File: src/sv/tlg_pkg.sv
// Package: types, constants and datapath command/status for the life grid.
package tlg_pkg;

    localparam int REQ_W = 2;
    localparam int ROW_W = 6;
    localparam int COL_W = 6;
    localparam int NBR_W = 4;
    localparam int CFG_W = 7;
    localparam int CFG_IDX_W = 1;

    localparam int DEF_MAX_ROWS = 64;
    localparam int DEF_MAX_COLS = 64;
    localparam int CFG_SIZE_RST = 64;

    localparam logic [CFG_IDX_W-1:0] CFG_ROWS = 1'b0;
    localparam logic [CFG_IDX_W-1:0] CFG_COLS = 1'b1;

    localparam logic [NBR_W-1:0] SURVIVE_CNT = 4'd2;
    localparam logic [NBR_W-1:0] BIRTH_CNT = 4'd3;

    typedef enum logic [REQ_W-1:0] {
        REQ_KILL   = 2'd0,
        REQ_REVIVE = 2'd1,
        REQ_QUERY  = 2'd2,
        REQ_STEP   = 2'd3
    } req_type_t;

    typedef enum logic [1:0] {
        RD_PREV  = 2'd0,
        RD_CUR   = 2'd1,
        RD_NEXT  = 2'd2,
        RD_AHEAD = 2'd3
    } rd_sel_t;

    typedef enum logic [1:0] {
        WR_NONE = 2'd0,
        WR_ZERO = 2'd1,
        WR_MOD  = 2'd2,
        WR_LIFE = 2'd3
    } wr_op_t;

    typedef struct packed {
        logic    ld_req;
        logic    rd_en;
        rd_sel_t rd_sel;
        logic    ld_above;
        logic    ld_mid;
        logic    shift;
        logic    use_first;
        wr_op_t  wr_op;
        logic    cur_inc;
        logic    out_load;
    } cmd_t;

    typedef struct packed {
        req_type_t req_type;
        logic      bad;
        logic      last_row;
        logic      clr_last;
        logic      out_free;
    } sts_t;

endpackage

File: src/sv/tlg_ctrl.sv
// Sequencer: clear pass, request decode, row fetch and generation sweep.
module tlg_ctrl (
    input  logic          clk,
    input  logic          rst_n,
    input  logic          in_valid,
    output logic          in_ready,
    input  tlg_pkg::sts_t sts,
    output tlg_pkg::cmd_t cmd
);
    import tlg_pkg::*;

    typedef enum logic [2:0] {
        S_CLEAR,
        S_IDLE,
        S_FETCH0,
        S_FETCH1,
        S_FETCH2,
        S_MODIFY,
        S_LIFE,
        S_RESULT
    } state_t;

    state_t state_reg;
    state_t state_next;

    always_comb
    begin
        cmd = '0;
        in_ready = 1'b0;
        state_next = state_reg;
        case (state_reg)
            S_CLEAR:
            begin
                cmd.wr_op = WR_ZERO;
                cmd.cur_inc = 1'b1;
                if (sts.clr_last)
                begin
                    state_next = S_IDLE;
                end
            end
            S_IDLE:
            begin
                in_ready = 1'b1;
                if (in_valid)
                begin
                    cmd.ld_req = 1'b1;
                    state_next = S_FETCH0;
                end
            end
            S_FETCH0:
            begin
                if (sts.req_type != REQ_STEP && sts.bad)
                begin
                    state_next = S_RESULT;
                end
                else if (sts.req_type inside {REQ_KILL, REQ_REVIVE})
                begin
                    cmd.rd_en = 1'b1;
                    cmd.rd_sel = RD_CUR;
                    state_next = S_MODIFY;
                end
                else
                begin
                    cmd.rd_en = 1'b1;
                    cmd.rd_sel = RD_PREV;
                    state_next = S_FETCH1;
                end
            end
            S_MODIFY:
            begin
                cmd.wr_op = WR_MOD;
                state_next = S_RESULT;
            end
            S_FETCH1:
            begin
                cmd.rd_en = 1'b1;
                cmd.rd_sel = RD_CUR;
                cmd.ld_above = 1'b1;
                state_next = S_FETCH2;
            end
            S_FETCH2:
            begin
                cmd.rd_en = 1'b1;
                cmd.rd_sel = RD_NEXT;
                cmd.ld_mid = 1'b1;
                state_next = (sts.req_type == REQ_STEP) ? S_LIFE : S_RESULT;
            end
            S_LIFE:
            begin
                cmd.rd_en = 1'b1;
                cmd.rd_sel = RD_AHEAD;
                cmd.wr_op = WR_LIFE;
                cmd.shift = 1'b1;
                cmd.use_first = sts.last_row;
                cmd.cur_inc = 1'b1;
                if (sts.last_row)
                begin
                    state_next = S_RESULT;
                end
            end
            S_RESULT:
            begin
                if (sts.out_free)
                begin
                    cmd.out_load = 1'b1;
                    state_next = S_IDLE;
                end
            end
            default:
            begin
                state_next = S_IDLE;
            end
        endcase
    end

    always_ff @(posedge clk or negedge rst_n)
    begin
        if (!rst_n)
        begin
            state_reg <= S_CLEAR;
        end
        else
        begin
            state_reg <= state_next;
        end
    end

endmodule

File: config.mk
export PLATFORM = sky130hd
export DESIGN_NAME = tlg_ctrl
export DESIGN_NICKNAME = d
export VERILOG_FILES = /design/src/sv/tlg_pkg.sv /design/src/sv/tlg_ctrl.sv
export SDC_FILE = /design/constraint.sdc
export NUM_CORES = 1
export LEC_CHECK = 0
export ABC_AREA = 0
export BUFFER_PORTS_ARGS = -buffer_cell sky130_fd_sc_hd__buf_2
export CELL_PAD_IN_SITES_DETAIL_PLACEMENT = 0
export CELL_PAD_IN_SITES_GLOBAL_PLACEMENT = 2
export CORE_MARGIN = 2
export CORE_UTILIZATION = 18
export CTS_CLUSTER_SIZE = 10
export DETAILED_ROUTE_END_ITERATION = 6
export GPL_TIMING_DRIVEN = 0
export HOLD_SLACK_MARGIN = 0.06
export PLACE_DENSITY = 0.75
export RECOVER_POWER = 50
export SYNTH_ARGS = -nofsm -noshare
export SYNTH_HDL_FRONTEND = slang
export SYNTH_SLANG_ARGS = --single-unit
File: constraint.sdc
create_clock -name clk -period 1.5 [get_ports clk]
set_input_delay 0.15 -clock clk [delete_from_list [all_inputs] [get_ports clk]]
set_output_delay 0.15 -clock clk [all_outputs]
set_load 0.05 [all_outputs]
* After elaboration in Yosys (flattened, before gate mapping)
Index checks and enable logic that the tools add are counted.
** Operators by class
- Eq/ne operators :: 14
- Mux-type cells :: 21
- Reduce and logical (&&, ||, !) cells :: 6
** Operators by type and width (count)
- $pmux W3 S8 :: 1
- $mux W3 :: 7
- $eq A3 B3 Y1 const B :: 4
- $pmux W3 S4 :: 1
- $mux W1 :: 10
- $ne A2 B2 Y1 const B :: 5
- $eq A3 B2 Y1 const B :: 2
- $pmux W2 S3 :: 1
- $reduce_and A4 Y1 :: 1
- $eq A3 B1 Y1 const B :: 1
- $logic_not A3 Y1 :: 1
- $eq A2 B1 Y1 const B :: 1
- $eq A2 B2 Y1 const B :: 1
- $logic_not A2 Y1 :: 1
- $mux W2 :: 1
- $reduce_bool A2 Y1 :: 1
- $reduce_or A2 Y1 :: 1
- $logic_and A1 B1 Y1 :: 1
** Storage, ports and cells
- Register bits :: 3

* Depth between registers and ports, before layout
Gate-level depths: netlist of run 1.
- Word-level depth :: 5
- Depth in mapped cells :: 4
- Gate-level depth less buffers :: 3

* Worst setup path before layout of run 1
No wires, ideal clock.
- Path type :: reg2out
- Start :: register state_reg[2]
- End :: output port cmd[4] (netlist name)
- Arrival :: 1.793 ns
- Required time :: 1.350 ns
- Path slack :: -0.443 ns
- Stages on the path, launching flop included :: 5
- Buffers on the path :: 1
- Cell sequence :: dfrtp_1 buf_6 inv_1 nor2_1 and3_1
** RTL lines
- start: declaration :: RTL line tlg_ctrl.sv:23 : state_t state_reg;
- start signal: assignment :: RTL line tlg_ctrl.sv:124 : state_reg <= state_next;
- end: declaration :: RTL line tlg_ctrl.sv:8 : output tlg_pkg::cmd_t cmd

==> results.json, run 1 <==
{
  "drc": 0,
  "ys_ff_latch": 3,
  "worst-path-max-fanout": 5,
  "hold_path.class": "input pin to async pin",
  "cp-start-kind": "register",
  "fin_nets": 87,
  "die-area_mm2": 0.002133,
  "fin_hold_ws_ns": 0.2362,
  "synth_area_um2": 320.3,
  "path_clk_slew_ns": 0.04,
  "yosys.area.top_type": "dfrtp_1",
  "grt_max_degree": 11,
  "synth_nets": 55,
  "yosysSeqAreaShare_pct": 23.44,
  "h-tree-depth": 1,
  "largest_reg_flops": 3,
  "grt_busiest_layer": "met2",
  "die_h_um": 46.19,
  "wl_per_cell_um": 10.01,
  "drive_above_1_share_pct": 51.95,
  "post-route-period-util_pct": 101.8,
  "ioPinCount": 22,
  "firstDrtPassIters": 4,
  "synth_top_area_share_pct": 23.44,
  "min_period_ns": 1.527,
  "violations": "negative setup slack",
  "synth_edf_count": 0,
  "tightest_slew_ns": 0.2499,
  "timing.critical_path.required_ns": 1.35,
  "maxCapViolations": 0,
  "async_reset_ff_share_pct": 100.0,
  "n_antenna_cell": 0,
  "globalRouteMet2Util_pct": 15.28,
  "path_class": "register to output port",
  "synth_cells": 46,
  "synth_common_cells": "nor2_1 (6), a21oi_1 (5), nand2_1 (5)",
  "finalMaxSlewViolations": 0,
  "crit_arrival_ns": 1.38,
  "core-area_mm2": 0.001708,
  "grtUsageMet1_pct": 13.95,
  "cts_tree": "done",
  "met3_usage_pct": 2.353,
  "worstSkewPairLatency_ns": 0.24,
  "place_hpwl_um": 723.7,
  "synth_area_leaders": "dfrtp_1 (23%), a21oi_1 (7.8%), nor2_1 (7.0%)",
  "fin_skew_ns": 0.005376,
  "cts-root-buf": "clkbuf_4",
  "relSlewSlack_pct": 83.20,
  "stdcell_area_um2": 596.8,
  "grt_pass1_wl_mm": 1.559,
  "hold_viol": 0,
  "start_util_pct": 18.75,
  "synth.avg_cell_area_um2": 6.963,
  "cts.sinks": 3,
  "grt_antenna_before_repair": 0,
  "viasPerCell": 4.069,
  "vias": 415,
  "setup_slack_ns": -0.02720,
  "synthFlopType": "dfrtp_1",
  "ys_warn_count": 0,
  "rows": 15,
  "yosysMostFrequentCell": "nor2_1",
  "die_width_um": 46.19,
  "grt_overflow_total": 0,
  "place.gp.congestion": 0.7266,
  "grtUsageTotal_pct": 10.60,
  "drtIter0Drc": 4,
  "wl_mm": 1.021,
  "status": "finished, violations left",
  "first_global_vias": 352,
  "setup_viol": 2,
  "ant_nets": 0,
  "fmax_ghz": 0.6548,
  "placed_area_um2": 464.2,
  "area_growth_pct": 86.33,
  "cts_max_path_buffers": 2,
  "io_buffer_count": 21,
  "numCtsBuffers": 3,
  "end_kind": "output port",
  "synth_cell_types": 25,
  "rsz0062_at_grt": "yes"
}
[path summary, 6_finish.rpt]
check / start / end / slack (ns) / cells past startpoint
max: state_reg[2] / cmd[11] / -0.03 / 5
max in group asynchronous: rst_n / state_reg[1] / 1.09 / 2
min in group clk: sts[0] / state_reg[2] / 0.24 / 4
min: rst_n / state_reg[2] / 0.24 / 2
min reg2reg: state_reg[1] / state_reg[1] / 0.74 / 3
max reg2reg: state_reg[2] / state_reg[1] / 0.27 / 6
[cell families after synthesis]
family / count (synthesis) / synth area share (%)
xor+xnor: 1 / 2.735
flops: 3 / 23.44
simple gates: 22 / 36.72
compound gates: 14 / 26.17
buf+inv: 6 / 10.94
[per-layer routing]
layer	wire length, um	vias to the layer above
met5	0	-
met4	14	0
met3	72	2
met2	507	18
met1	427	175
li1	-	220
[stage by stage]
step                      setup TNS [ns]  utilization, %  cells  worst slack [ns]
after global routing             -0.3171           34.95    102          -0.09567
after CTS                       -0.02470           31.58     98          -0.02269
after detailed placement               0           27.18     92            0.1405
final                           -0.03397           34.95    102          -0.02720
after global placement                 0           27.18     92            0.1446
after floorplan                   -1.133               -     46           -0.3161
[final cells by class]
type                    count  area [um2]
plain buffers               3       33.78
fillers                   186        1111
flip-flops and latches      3       76.32
inverters                   3       15.01
multi-input cells          37       221.5
repair buffers             27       192.7
clock buffers               4       26.28
well taps                  25       31.28
[layout by cell type (no fill, tap or decap), drive strengths merged, types with 2 or more instances in the layout]
cell / count
or2: 2
buf: 26
clkbuf: 7
a21oi: 5
inv: 2
dfrtp: 3
nand2: 5
nor2: 7
o21ai: 4
and3: 2
nor3: 2
[what timing repair did]
item                       CTS  global route
gates resized for setup     11            11
hold endpoints to repair     3             0
gates cloned                 0             1
hold buffers                 1             0
pin swaps                    0             1
setup endpoints to repair    8            12
setup buffers                1             3
[worst max-delay path: stages, from the launching register on]
cell,delay [ns]
dfrtp_1,0.36
buf_6,0.13
or2_4,0.28
nor2_4,0.09
and2_4,0.15
buf_8,0.13
Power of run 1 is not shown: default switching activity piles up to over one toggle a cycle in this logic, so the estimate is an artifact.
==> run 2: changes to the inputs <==
--- a/config.mk
+++ b/config.mk
@@ -6,17 +6,15 @@
 export NUM_CORES = 1
 export LEC_CHECK = 0
 export ABC_AREA = 0
-export BUFFER_PORTS_ARGS = -buffer_cell sky130_fd_sc_hd__buf_2
+export BUFFER_PORTS_ARGS = -buffer_cell sky130_fd_sc_hd__buf_4
 export CELL_PAD_IN_SITES_DETAIL_PLACEMENT = 0
 export CELL_PAD_IN_SITES_GLOBAL_PLACEMENT = 2
-export CORE_MARGIN = 2
 export CORE_UTILIZATION = 18
 export CTS_CLUSTER_SIZE = 10
 export DETAILED_ROUTE_END_ITERATION = 6
 export GPL_TIMING_DRIVEN = 0
 export HOLD_SLACK_MARGIN = 0.06
 export PLACE_DENSITY = 0.75
-export RECOVER_POWER = 50
 export SYNTH_ARGS = -nofsm -noshare
 export SYNTH_HDL_FRONTEND = slang
 export SYNTH_SLANG_ARGS = --single-unit
==> run 2 against run 1 <==
Effect of this change: the flow finishes with violations (design-rule violations, negative setup slack); clock skew decreased by 0.0034 ns; highest routed layer is now met3; maximum frequency increased by 1.2%; final cell count is 6.9% lower; critical path type unchanged; largest cell class unchanged; count of clock-buffer cells in the layout unchanged.
==> results.json, run 2 (synthesis gave the netlist of run 1 again) <==
{
  "cp-start-kind": "register",
  "reg2regPathDepth": 5,
  "place_hpwl_um": 748.7,
  "violations": "design-rule violations, negative setup slack",
  "worstReg2RegEnd": "state_reg[0]",
  "first_global_vias": 385,
  "r2r_start": "state_reg[2]",
  "min_path_cells": 3,
  "h-tree-depth": 1,
  "cts.sinks": 3,
  "dp_slack_ns": 0.1485,
  "final_cell_mix": "buf_4 (23), buf_6 (6), nand2_1 (5), a21oi_1 (5), nor2_1 (4)",
  "tightest_slew_ns": 0.2114,
  "crit_arrival_ns": 1.36,
  "reg2reg_slack_ns": 0.30,
  "grt_max_degree": 11,
  "worstSkewPairLatency_ns": 0.23,
  "drtIter0Drc": 8,
  "cts-root-buf": "clkbuf_4",
  "fin_cells": 95,
  "die_h_um": 44.19,
  "worst-path-max-fanout": 5,
  "maxCapViolations": 0,
  "cp_slowest_cell": "dfrtp_1",
  "timing.critical_path.required_ns": 1.35,
  "cts_tree": "done",
  "io_buffer_count": 21,
  "finalMaxSlewViolations": 0,
  "drive_above_1_share_pct": 53.16,
  "layout_commonest_cell": "buf_4",
  "vias": 436,
  "min_period_ns": 1.509,
  "hold_path.class": "input pin to register",
  "grt_pass1_wl_mm": 1.621,
  "fmax_ghz": 0.6625,
  "fin_skew_ns": 0.001977,
  "setup_viol": 1,
  "n_antenna_cell": 0,
  "rows": 14,
  "wl_per_cell_um": 10.88,
  "ioPinCount": 22,
  "largest_reg_flops": 3,
  "hold_viol": 0,
  "numCtsBuffers": 3,
  "die-area_mm2": 0.001952,
  "timing.critical_path.max_delay_family": "simple AND/OR/NAND/NOR gates",
  "setup_slack_ns": -0.009415,
  "die_width_um": 44.19,
  "cts_max_path_buffers": 2,
  "rsz0062_at_grt": "yes",
  "path_clk_slew_ns": 0.04,
  "viasPerCell": 4.589,
  "post-route-period-util_pct": 100.6,
  "end_kind": "output port",
  "max_stage_delay_ns": 0.36,
  "status": "finished, violations left",
  "tns_ns": -0.009415,
  "wl_mm": 1.034,
  "grt_overflow_total": 0,
  "crit_end": "cmd[11]",
  "path_class": "register to output port",
  "drc": 3,
  "ant_nets": 0,
  "firstDrtPassIters": 6,
  "place.gp.congestion": 0.7434,
  "cp.depth": 5,
  "fin_nets": 89,
  "crit_chain": "buf_6 > or2_4 > nor2_4 > and2_4 > buf_8",
  "dp.cells": 83,
  "grtUsageTotal_pct": 11.12,
  "startpoint": "state_reg[2]",
  "grt_antenna_before_repair": 0,
  "crit_buf_inv": 2,
  "area_growth_pct": 95.31,
  "start_util_pct": 20.32,
  "relSlewSlack_pct": 85.79,
  "core-area_mm2": 0.001577
}
-- run 2: changes by cell type in the layout (fill, tap and decap cells not counted) --
cell	change
buf_4	+15
buf_2	-10
clkbuf_4	-2
a21oi_1	+1
a21oi_2	-1
clkbuf_1	-1
-- run 2: worst min-delay path: cells and delay by family --
family | cells | cell delay [ns]
and+or+nand+nor | 1 | 0.10
AOI/OAI and AO/OA | 1 | 0.07
buffers and inverters | 1 | 0.11
-- run 2: worst min path at each step --
stage | startpoint | to | slack [ns]
floorplan | rst_n | state_reg[0] | -0.15
global placement | rst_n | state_reg[2] | -0.06
detailed placement | rst_n | state_reg[2] | -0.06
CTS | rst_n | state_reg[0] | 0.24
global route | rst_n | state_reg[1] | 0.25
finish | sts[2] | state_reg[0] | 0.24
-- run 2: per-layer routing --
layer | routed length (um) | share of wire, % | GRT usage [%] | vias up
li1 | - | - | - | 225
met1 | 479 | 46 | 15.17 | 195
met2 | 487 | 47 | 17.06 | 16
met3 | 67 | 6.5 | 2.857 | 0
met4 | 0 | 0 | 3.636 | 0
met5 | 0 | 0 | 0 | -
-- run 2: layout make-up --
cell class | count | area, um2
flip-flops and latches | 3 | 76.32
plain buffers | 3 | 30.03
multi-input cells | 37 | 217.7
repair buffers | 29 | 240.2
well taps | 16 | 20.02
clock buffers | 4 | 26.28
inverters | 3 | 15.01
fillers | 173 | 950.9
-- run 2: what timing repair did --
item	in CTS	in global routing
resized for setup	4	6
hold buffers	1	0
pin swaps	1	2
buffers inserted	3	3
hold endpoints to repair	3	0
cloned	0	1
endpoints found under the setup margin	4	10
-- run 2: through the flow --
step           area (um2)  hold WS [ns]  util, %
6_report            625.6        0.2444    39.68
3_5_place_dp        505.5      -0.05960    32.06
3_3_place_gp        505.5      -0.06174    32.06
4_1_cts             578.1        0.2384    36.67
2_1_floorplan       327.8       -0.1456        -
5_1_grt             625.6        0.2514    39.68
Power of run 2 is left out for the same reason.
